## config.mk

```make
export PLATFORM = sky130hd
export DESIGN_NAME = i2c_seven_segment_register_target_core
export DESIGN_NICKNAME = d
export VERILOG_FILES = /design/src/sv/i7s_pkg.sv /design/src/sv/i2c_seven_segment_register_target_core.sv /design/src/sv/i7s_div10.sv /design/src/sv/i7s_regfile.sv
export SDC_FILE = /design/constraint.sdc
export NUM_CORES = 1
export LEC_CHECK = 0
export BUFFER_PORTS_ARGS = -buffer_cell sky130_fd_sc_hd__clkbuf_2
export CELL_PAD_IN_SITES_DETAIL_PLACEMENT = 0
export CELL_PAD_IN_SITES_GLOBAL_PLACEMENT = 1
export CORE_MARGIN = 2
export CORE_UTILIZATION = 45
export DETAILED_ROUTE_END_ITERATION = 8
export PLACE_DENSITY = 0.76
export SLEW_MARGIN = 20
export SYNTH_ARGS = -nofsm -noshare
export SYNTH_HDL_FRONTEND = slang
export SYNTH_HIERARCHICAL = 1
export SYNTH_SLANG_ARGS = --single-unit
```

## constraint.sdc

```tcl
create_clock -name clk -period 5.3 [get_ports clk]
set_input_delay 0.53 -clock clk [delete_from_list [all_inputs] [get_ports clk]]
set_output_delay 0.53 -clock clk [all_outputs]
set_load 0.005 [all_outputs]
```

## src/sv/i7s_pkg.sv

```systemverilog
`default_nettype none

package i7s_pkg;

    localparam int          DIGIT_COUNT = 4;
    localparam logic [7:0]  VALUE_BASE  = 8'h10;
    localparam logic [7:0]  POINT_REG   = 8'h12;
    localparam logic [7:0]  POINT_RESET = 8'hFF;
    localparam logic [15:0] DIV10_MUL   = 16'hCCCD;
    localparam int          DIV10_SHIFT = 19;
    localparam int          QUOT_W      = 32 - DIV10_SHIFT;

    typedef enum logic [2:0] {
        REQ_ADDR  = 3'd0,
        REQ_WRITE = 3'd1,
        REQ_READ  = 3'd2,
        REQ_STOP  = 3'd3,
        REQ_SCAN  = 3'd4
    } req_t;

    typedef enum logic [3:0] {
        ST_IDLE,
        ST_READ,
        ST_SCAN,
        ST_CV_HI,
        ST_CV_LO,
        ST_CV_PT,
        ST_CV_OLD,
        ST_DIV,
        ST_DIGIT,
        ST_THOU,
        ST_DONE
    } state_t;

    typedef struct packed {
        logic       en;
        logic [7:0] addr;
        logic [7:0] data;
    } wr_t;

    function automatic logic [6:0] seg_pattern(input logic [3:0] d);
        logic [6:0] p;
        case (d)
            4'd0:    p = 7'b0111111;
            4'd1:    p = 7'b0000110;
            4'd2:    p = 7'b1011011;
            4'd3:    p = 7'b1001111;
            4'd4:    p = 7'b1100110;
            4'd5:    p = 7'b1101101;
            4'd6:    p = 7'b1111101;
            4'd7:    p = 7'b0000111;
            4'd8:    p = 7'b1111111;
            4'd9:    p = 7'b1101111;
            default: p = 7'b0000000;
        endcase
        return p;
    endfunction

    function automatic logic [7:0] reset_value(input logic [7:0] addr);
        return (addr == POINT_REG) ? POINT_RESET : 8'h00;
    endfunction

endpackage

`default_nettype wire

```

## src/sv/i2c_seven_segment_register_target_core.sv

```systemverilog
// channel  | valid/ready       | tdata                         | tuser
// s_       | s_tvalid/s_tready | [7:0] data_byte               | [2:0] req_type
// m_       | m_tvalid/m_tready | [7:0] read_data, [15:8] segs  | [1:0] digit_index, [2] updated
//
// Address match, write, stop without update and unknown kinds: straight from idle to result.
// Read and scan tick: an extra state waits on the registered read port of the register file.
// Stop with update: four reads, then three passes through the shared divide-by-ten unit.
// s_tready is high only while idle; a result waiting on m_tready holds the next result back.
// Reset clears control state; register file entries read as reset values until written.
`default_nettype none

module i2c_seven_segment_register_target_core
    import i7s_pkg::*;
#(
    parameter int REG_COUNT = 32
)
(
    input  wire logic        clk,
    input  wire logic        rst_n,
    input  wire logic        s_tvalid,
    output logic             s_tready,
    input  wire logic [7:0]  s_tdata,   // [7:0] data_byte
    input  wire logic [2:0]  s_tuser,   // [2:0] req_type
    output logic             m_tvalid,
    input  wire logic        m_tready,
    output logic      [15:0] m_tdata,   // [7:0] read_data, [15:8] segment_bits
    output logic      [2:0]  m_tuser    // [1:0] digit_index, [2] display_updated
);

    state_t            state_reg, state_next;
    logic [7:0]        ptr_reg, ptr_next;
    logic [7:0]        start_reg, start_next;
    logic [7:0]        cnt_reg, cnt_next;
    logic              expect_reg, expect_next;
    logic              seen_reg, seen_next;
    logic [1:0]        scan_reg, scan_next;
    logic [15:0]       cur_reg, cur_next;
    logic [7:0]        point_reg, point_next;
    logic [6:0]        old3_reg, old3_next;
    logic [1:0]        dig_reg, dig_next;
    logic [7:0]        res_rd_reg, res_rd_next;
    logic [7:0]        res_seg_reg, res_seg_next;
    logic [1:0]        res_didx_reg, res_didx_next;
    logic              res_upd_reg, res_upd_next;
    logic              m_tvalid_reg, m_tvalid_next;
    logic [15:0]       m_tdata_reg, m_tdata_next;
    logic [2:0]        m_tuser_reg, m_tuser_next;

    wr_t               wr;
    logic [7:0]        raddr;
    logic [7:0]        rdata;
    logic              div_load;
    logic [QUOT_W-1:0] div_q;
    logic [3:0]        div_r;
    logic              ptr_in_range;
    logic [7:0]        ptr_bumped;
    logic              dp;
    logic              blank;

    i7s_regfile #(
        .REG_COUNT(REG_COUNT)
    ) u_regfile (
        .clk  (clk),
        .rst_n(rst_n),
        .wr   (wr),
        .raddr(raddr),
        .rdata(rdata)
    );

    i7s_div10 u_div10 (
        .clk (clk),
        .load(div_load),
        .x   (cur_reg),
        .q   (div_q),
        .r   (div_r)
    );

    assign ptr_in_range = ({1'b0, ptr_reg} < 9'(REG_COUNT));
    assign ptr_bumped   = (ptr_reg == 8'hFF) ? ptr_reg : ptr_reg + 8'd1;
    assign dp           = (point_reg == {6'b000000, dig_reg});
    assign blank        = (dig_reg != 2'd0) && (cur_reg == 16'd0);
    assign div_load     = (state_reg == ST_DIV);

    assign s_tready = (state_reg == ST_IDLE);
    assign m_tvalid = m_tvalid_reg;
    assign m_tdata  = m_tdata_reg;
    assign m_tuser  = m_tuser_reg;

    always_ff @(posedge clk or negedge rst_n)
    begin
        if (!rst_n)
        begin
            state_reg    <= ST_IDLE;
            ptr_reg      <= 8'd0;
            start_reg    <= 8'd0;
            cnt_reg      <= 8'd0;
            expect_reg   <= 1'b1;
            seen_reg     <= 1'b0;
            scan_reg     <= 2'd0;
            dig_reg      <= 2'd0;
            m_tvalid_reg <= 1'b0;
        end
        else
        begin
            state_reg    <= state_next;
            ptr_reg      <= ptr_next;
            start_reg    <= start_next;
            cnt_reg      <= cnt_next;
            expect_reg   <= expect_next;
            seen_reg     <= seen_next;
            scan_reg     <= scan_next;
            dig_reg      <= dig_next;
            m_tvalid_reg <= m_tvalid_next;
        end
    end

    always_ff @(posedge clk)
    begin
        cur_reg      <= cur_next;
        point_reg    <= point_next;
        old3_reg     <= old3_next;
        res_rd_reg   <= res_rd_next;
        res_seg_reg  <= res_seg_next;
        res_didx_reg <= res_didx_next;
        res_upd_reg  <= res_upd_next;
        m_tdata_reg  <= m_tdata_next;
        m_tuser_reg  <= m_tuser_next;
    end

    always_comb
    begin
        state_next    = state_reg;
        ptr_next      = ptr_reg;
        start_next    = start_reg;
        cnt_next      = cnt_reg;
        expect_next   = expect_reg;
        seen_next     = seen_reg;
        scan_next     = scan_reg;
        cur_next      = cur_reg;
        point_next    = point_reg;
        old3_next     = old3_reg;
        dig_next      = dig_reg;
        res_rd_next   = res_rd_reg;
        res_seg_next  = res_seg_reg;
        res_didx_next = res_didx_reg;
        res_upd_next  = res_upd_reg;
        m_tvalid_next = m_tvalid_reg;
        m_tdata_next  = m_tdata_reg;
        m_tuser_next  = m_tuser_reg;
        wr            = '0;
        raddr         = 8'd0;

        if (m_tvalid_reg && m_tready)
        begin
            m_tvalid_next = 1'b0;
        end

        case (state_reg)
            ST_IDLE:
            begin
                if (s_tvalid)
                begin
                    res_rd_next   = 8'd0;
                    res_seg_next  = 8'd0;
                    res_didx_next = 2'd0;
                    res_upd_next  = 1'b0;
                    state_next    = ST_DONE;
                    case (s_tuser)
                        REQ_ADDR:
                        begin
                            expect_next = 1'b1;
                            seen_next   = 1'b0;
                        end
                        REQ_WRITE:
                        begin
                            if (expect_reg)
                            begin
                                ptr_next    = s_tdata;
                                start_next  = s_tdata;
                                cnt_next    = 8'd0;
                                expect_next = 1'b0;
                                seen_next   = 1'b1;
                            end
                            else if (ptr_in_range)
                            begin
                                wr.en    = 1'b1;
                                wr.addr  = ptr_reg;
                                wr.data  = s_tdata;
                                ptr_next = ptr_bumped;
                                if (cnt_reg != 8'hFF)
                                begin
                                    cnt_next = cnt_reg + 8'd1;
                                end
                            end
                        end
                        REQ_READ:
                        begin
                            raddr      = ptr_reg;
                            state_next = ST_READ;
                        end
                        REQ_STOP:
                        begin
                            seen_next   = 1'b0;
                            expect_next = 1'b1;
                            if (seen_reg && (start_reg == VALUE_BASE) && (cnt_reg != 8'd0))
                            begin
                                raddr      = VALUE_BASE;
                                state_next = ST_CV_HI;
                            end
                        end
                        REQ_SCAN:
                        begin
                            raddr      = {6'b000000, scan_reg};
                            state_next = ST_SCAN;
                        end
                        default:
                        begin
                        end
                    endcase
                end
            end
            ST_READ:
            begin
                res_rd_next = ptr_in_range ? rdata : 8'd0;
                ptr_next    = ptr_bumped;
                state_next  = ST_DONE;
            end
            ST_SCAN:
            begin
                res_seg_next  = rdata;
                res_didx_next = scan_reg;
                scan_next     = scan_reg + 2'd1;
                state_next    = ST_DONE;
            end
            ST_CV_HI:
            begin
                cur_next[15:8] = rdata;
                raddr          = VALUE_BASE + 8'd1;
                state_next     = ST_CV_LO;
            end
            ST_CV_LO:
            begin
                cur_next[7:0] = rdata;
                raddr         = POINT_REG;
                state_next    = ST_CV_PT;
            end
            ST_CV_PT:
            begin
                point_next = rdata;
                raddr      = 8'(DIGIT_COUNT - 1);
                state_next = ST_CV_OLD;
            end
            ST_CV_OLD:
            begin
                old3_next  = rdata[6:0];
                dig_next   = 2'd0;
                state_next = ST_DIV;
            end
            ST_DIV:
            begin
                state_next = ST_DIGIT;
            end
            ST_DIGIT:
            begin
                wr.en    = 1'b1;
                wr.addr  = {6'b000000, dig_reg};
                wr.data  = {dp, blank ? 7'd0 : seg_pattern(div_r)};
                cur_next = {{(16 - QUOT_W){1'b0}}, div_q};
                dig_next = dig_reg + 2'd1;
                if (dig_reg == 2'(DIGIT_COUNT - 2))
                begin
                    state_next = ST_THOU;
                end
                else
                begin
                    state_next = ST_DIV;
                end
            end
            ST_THOU:
            begin
                wr.en   = 1'b1;
                wr.addr = 8'(DIGIT_COUNT - 1);
                if (cur_reg == 16'd0)
                begin
                    wr.data[6:0] = 7'd0;
                end
                else if (cur_reg < 16'd10)
                begin
                    wr.data[6:0] = seg_pattern(cur_reg[3:0]);
                end
                else
                begin
                    wr.data[6:0] = old3_reg;
                end
                wr.data[7]   = (point_reg == 8'(DIGIT_COUNT - 1));
                res_upd_next = 1'b1;
                state_next   = ST_DONE;
            end
            ST_DONE:
            begin
                if (!m_tvalid_reg || m_tready)
                begin
                    m_tvalid_next = 1'b1;
                    m_tdata_next  = {res_seg_reg, res_rd_reg};
                    m_tuser_next  = {res_upd_reg, res_didx_reg};
                    state_next    = ST_IDLE;
                end
            end
            default:
            begin
                state_next = ST_IDLE;
            end
        endcase
    end

endmodule

`default_nettype wire

```

## src/sv/i7s_div10.sv

```systemverilog
`default_nettype none

module i7s_div10
    import i7s_pkg::*;
(
    input  wire logic              clk,
    input  wire logic              load,
    input  wire logic [15:0]       x,
    output logic      [QUOT_W-1:0] q,
    output logic      [3:0]        r
);

    logic [15:0]       x_reg;
    logic [QUOT_W-1:0] q_reg;
    logic [31:0]       prod;
    logic [15:0]       q_ten;
    logic [15:0]       diff;

    assign prod = x * DIV10_MUL;

    always_ff @(posedge clk)
    begin
        if (load)
        begin
            x_reg <= x;
            q_reg <= prod[31:DIV10_SHIFT];
        end
    end

    assign q_ten = {q_reg, 3'b000} + {2'b00, q_reg, 1'b0};
    assign diff  = x_reg - q_ten;
    assign q     = q_reg;
    assign r     = diff[3:0];

endmodule

`default_nettype wire

```

## src/sv/i7s_regfile.sv

```systemverilog
`default_nettype none

module i7s_regfile
    import i7s_pkg::*;
#(
    parameter int REG_COUNT = 32
)
(
    input  wire logic       clk,
    input  wire logic       rst_n,
    input  wire wr_t        wr,
    input  wire logic [7:0] raddr,
    output logic      [7:0] rdata
);

    localparam int ADDR_W = $clog2(REG_COUNT);

    logic [7:0] mem [REG_COUNT];
    logic       valid_reg [REG_COUNT];
    logic [7:0] rdata_reg;

    always_ff @(posedge clk or negedge rst_n)
    begin
        if (!rst_n)
        begin
            for (int i = 0; i < REG_COUNT; i++)
            begin
                valid_reg[i] <= 1'b0;
            end
        end
        else if (wr.en)
        begin
            valid_reg[wr.addr[ADDR_W-1:0]] <= 1'b1;
        end
    end

    always_ff @(posedge clk)
    begin
        if (wr.en)
        begin
            mem[wr.addr[ADDR_W-1:0]] <= wr.data;
        end
        rdata_reg <= valid_reg[raddr[ADDR_W-1:0]] ? mem[raddr[ADDR_W-1:0]]
                                                  : reset_value(raddr);
    end

    assign rdata = rdata_reg;

endmodule

`default_nettype wire

```

==> results.json, run 1 <==
{
  "cts_htree_levels": 2,
  "root_buffer": "clkbuf_16",
  "largest_register_ffs": 256,
  "via_count": 13600,
  "yosys_warnings": 6,
  "cp_common_cell": "fa_1",
  "drv_slew": 0,
  "postSynthAreaPerCell_sq_um": 13.6,
  "clock_skew_ns": 0.0158,
  "antenna_found_initial": 0,
  "route.detailed.drc": 0,
  "endpoint_kind": "register",
  "fill_cells": 4120,
  "fin_cells": 2463,
  "cts_sinks": 424,
  "vias_per_cell": 5.51,
  "worst-endpoint-arrival_ns": 5.45,
  "crit_path_start_kind": "register",
  "numCtsBuffers": 44,
  "post-place-ws_ns": -0.130,
  "regArea_sq_um": 12200,
  "cts_hold_buf": 0,
  "grt_pass1_wl_mm": 81.2,
  "clock_path_buffers": 3,
  "syn_inst": 1651,
  "core_area_sq_um": 49100,
  "grt_start_max_net_pins": 70,
  "clock_latency_ns": 0.56,
  "fin_nets": 2009,
  "period_share_pct": 97.2,
  "dieArea_sq_um": 51600,
  "min_path_type": "primary input to asynchronous set/reset pin",
  "drtAntennaViolNets": 0,
  "critPathMaxFanout": 5,
  "cts.clk_slew.worst_paths_ns": 0.06,
  "first_pass_iters": 6,
  "ios": 36,
  "grt_overflow_total": 0,
  "grt_pass1_vias": 13900,
  "initial_utilization_pct": 45.7,
  "antenna_cells": 0,
  "crit_required_ns": 5.60,
  "hpwl_mm": 37.0,
  "grt_usage_pct": 20.8,
  "critPathMaxStageDelay_ns": 0.55,
  "rows": 81,
  "wl_per_cell_um": 21.1,
  "tns_ns": 0,
  "outcome": "finished clean",
  "cp_slowest_cell": "fa_1",
  "area_growth_syn_to_layout_pct": 14.3,
  "multi_input_area_sq_um": 9490,
  "worst_slack_ns": 0.148,
  "worst_pin_slew_ns": 1.12,
  "drive_gt1_share_pct": 20.6,
  "cts_tree": "yes",
  "gp_congestion": 0.897,
  "placed_cells": 2373,
  "crit_chain": "ha_4 -> buf_4 -> ha_1 -> inv_1 -> fa_1 -> inv_1 -> fa_1 -> fa_1 -> inv_1 -> fa_1 -> inv_2 -> ha_4 -> and4_4 -> and3_4 -> nand3_4 -> o211ai_4 -> a41oi_2 -> xnor2_1",
  "hold_viol": 0,
  "fmax_mhz": 194,
  "cap_violations": 0,
  "crit_type": "register to register",
  "setup_violations": 0,
  "totalWireLength_mm": 51.9,
  "synth_area_sq_um": 22400,
  "die_x_um": 227,
  "die_h_um": 227,
  "initialDrtViolationCount": 1047,
  "slew_headroom_pct": 25.4,
  "period_needed_ns": 5.15,
  "syn_nets": 1896,
  "portBuffers": 35
}
through the flow:
step / hold WS (ns) / area, sq um / utilization, %
finish: 0.113 / 25600 / 52.2
global route: 0.183 / 25600 / 52.2
CTS: 0.153 / 25400 / 51.7
detailed placement: 0.405 / 23800 / 48.6
global placement: 0.401 / 23800 / 48.6
floorplan: 0.234 / 22400 / -
routing by layer:
| layer | global-route usage, % | vias to the layer above | wire length (um) |
|---|---|---|---|
| met5 | 0 | - | 0 |
| met4 | 5.57 | 0 | 1220 |
| met3 | 4.36 | 83 | 3200 |
| met1 | 28.6 | 6866 | 22900 |
| met2 | 33.8 | 398 | 24600 |
| li1 | - | 6234 | - |
path summary, 6_finish.rpt:
check / from / endpoint / slack, ns / cells past startpoint
worst max-delay path: cur_reg[4] / u_div10/q[10] / 0.15 / 18
worst min-delay path: rst_n / u_regfile/valid_reg[9] / 0.11 / 1
worst max register to register: cur_reg[4] / u_div10/q[10] / 0.15 / 18
worst min register to register: res_rd_reg[3] / m_tdata[3] / 0.42 / 0
max in group asynchronous: rst_n / state_reg[2] / 4.52 / 1
min in group clk: s_tdata[3] / start_reg[3] / 0.26 / 2
final cells by class:
type	instances	share of cell area [%]
well taps	664	3.25
repair buffers	119	3.26
clock inverters	19	0.851
flip-flops and latches	424	47.9
clock buffers	62	4.72
multi-input cells	970	37.1
inverters	205	3.01
repair_timing:
action,CTS,global route
pin swaps,4,22
endpoints found under the setup margin,7,13
hold endpoints to repair,0,0
gates resized for setup,9,36
setup buffers,5,4
cells in the final DEF, fill, tap and decap left out, types with 13 or more instances in the layout:
cell type  count
a21o_1        16
mux2i_1       33
nand2_1       76
xnor2_1       23
a21oi_1       59
buf_4         83
xor2_1        13
nand3_1       13
o21ai_0       40
fa_1          77
and2_1        34
or2_2         36
edfxtp_1     342
clkbuf_1      14
ha_4          13
mux4_2        54
mux2_2        26
a22oi_1       13
clkbuf_2      34
dfxtp_1       15
inv_1        202
dfrtp_1       66
a22o_1        20
clkbuf_16     44
ha_1         137
nor2_1        84
worst max-delay path: cells and delay by family, from the launching register on:
family                   cells  cell delay (ns)
AO/OA/AOI/OAI                2             0.40
flip-flops                   1             0.49
XOR/XNOR                     1             0.16
adder cells (fa/ha/maj)      7             2.93
AND/OR/NAND/NOR              3             0.52
buffers and inverters        5             0.37
Power of run 1 is not shown: default switching activity piles up to over one toggle a cycle in this logic, so the estimate is an artifact.
==> inputs of run 2 (changes only) <==
Settings changed: CELL_PAD_IN_SITES_DETAIL_PLACEMENT 0 to not set, CELL_PAD_IN_SITES_GLOBAL_PLACEMENT 1 to not set, CORE_ASPECT_RATIO set to 0.6, PLACE_DENSITY 0.76 to 0.67.
==> results.json, run 2 (synthesis gave the netlist of run 1 again) <==
{
  "root_buffer": "clkbuf_16",
  "ios": 36,
  "hpwl_mm": 43.0,
  "grt_pass1_wl_mm": 88.4,
  "clock_path_buffers": 3,
  "tns_ns": 0,
  "cts.clk_slew.worst_paths_ns": 0.07,
  "initialDrtViolationCount": 1475,
  "hold_viol": 0,
  "drv_slew": 0,
  "die_x_um": 292,
  "rr_startpoint": "cur_reg[7]",
  "largest_register_ffs": 256,
  "route.detailed.drc": 0,
  "drive_gt1_share_pct": 21.8,
  "slew_headroom_pct": 28.8,
  "placed_area_sq_um": 23900,
  "via_count": 14200,
  "cts_sinks": 424,
  "rsz0062_at_grt": "true",
  "fin_nets": 2026,
  "min_path_type": "primary input to asynchronous set/reset pin",
  "fin_util_pct": 52.1,
  "r2r_cells": 16,
  "outcome": "finished clean",
  "area_growth_syn_to_layout_pct": 14.6,
  "period_share_pct": 98.2,
  "vias_per_cell": 5.75,
  "grt_overflow_total": 0,
  "worst_slack_ns": 0.0959,
  "cp-endpoint": "u_div10/q[10]",
  "endpoint_kind": "register",
  "crit_required_ns": 5.58,
  "initial_utilization_pct": 45.5,
  "fill_cells": 4124,
  "fmax_mhz": 192,
  "worst-endpoint-arrival_ns": 5.48,
  "first_pass_iters": 7,
  "cts_tree": "yes",
  "antenna_found_initial": 2,
  "grt_start_max_net_pins": 68,
  "totalWireLength_mm": 58.9,
  "grt_pass1_vias": 14000,
  "r2r_slack_ns": 0.1,
  "cts_hold_buf": 0,
  "cap_violations": 0,
  "rows": 63,
  "worstReg2RegEnd": "u_div10/q[10]",
  "cts_htree_levels": 2,
  "crit_start": "cur_reg[7]",
  "gp_congestion": 0.980,
  "portBuffers": 35,
  "final_cell_mix": "edfxtp_1, inv_1, ha_1, buf_4, nor2_1",
  "crit_type": "register to register",
  "grt_usage_pct": 23.0,
  "final_area_sq_um": 25700,
  "die_h_um": 177,
  "worst_pin_slew_ns": 1.07,
  "period_needed_ns": 5.20,
  "clock_latency_ns": 0.56,
  "critPathMaxFanout": 5,
  "setup_violations": 0,
  "wl_per_cell_um": 23.9,
  "drtAntennaViolNets": 0,
  "numCtsBuffers": 40,
  "final_common_cell": "edfxtp_1",
  "core_area_sq_um": 49300,
  "crit_path_start_kind": "register",
  "dieArea_sq_um": 51600,
  "clock_skew_ns": 0.0334,
  "post-place-ws_ns": -0.156
}
## run 2: stage by stage
stage	hold WS (ns)	cells
CTS	0.148	2454
finish	0.104	2463
global route	0.169	2463
floorplan	0.234	1651
global placement	0.405	2377
detailed placement	0.405	2377
## run 2: critical path, cell delays in order, from the launching register on
cell and delay [ns]:
edfxtp_1 0.48, buf_6 0.18, ha_4 0.26, inv_2 0.04, fa_1 0.55, inv_2 0.04
fa_1 0.55, fa_2 0.48, fa_1 0.53, fa_1 0.47, ha_4 0.32, and4_4 0.23
and3_4 0.21, nand3_4 0.09, o211ai_4 0.22, a41oi_2 0.13, xnor2_1 0.15
## run 2: final cells by class
| class | count | area [sq um] | area share, % |
|---|---|---|---|
| Sequential cell | 424 | 12200 | 47.7 |
| Antenna cell | 1 | 2.50 | 0.00975 |
| Inverter | 205 | 769 | 3.00 |
| Clock buffer | 55 | 1080 | 4.20 |
| Timing Repair Buffer | 140 | 995 | 3.88 |
| Clock inverter | 18 | 171 | 0.668 |
| Multi-Input combinational cell | 970 | 9580 | 37.3 |
| Tap cell | 650 | 813 | 3.17 |
## run 2: what timing repair did
action,in CTS,in global routing
gates cloned,0,0
endpoints found under the setup margin,12,13
buffers inserted,4,8
pin swaps,13,36
gates resized for setup,18,49
## run 2: worst min path at each step
stage / start / to / slack (ns) / cells after the start
2_1_floorplan: rst_n / cnt_reg[0] / 0.23 / 0
3_3_place_gp: res_didx_reg[0] / m_tuser[0] / 0.41 / 0
3_5_place_dp: res_seg_reg[1] / m_tdata[9] / 0.40 / 0
4_1_cts: rst_n / cnt_reg[7] / 0.15 / 1
5_1_grt: rst_n / cnt_reg[0] / 0.17 / 1
6_report: rst_n / cnt_reg[0] / 0.10 / 1
## run 2: metal layers
metal	global-route usage (%)	vias to the layer above	part of all wire, %
li1	-	6257	-
met1	36.7	7228	48
met2	30.8	609	40
met3	6.69	62	11
met4	4.08	0	1.5
met5	0	-	0
Power of run 2 is left out for the same reason.
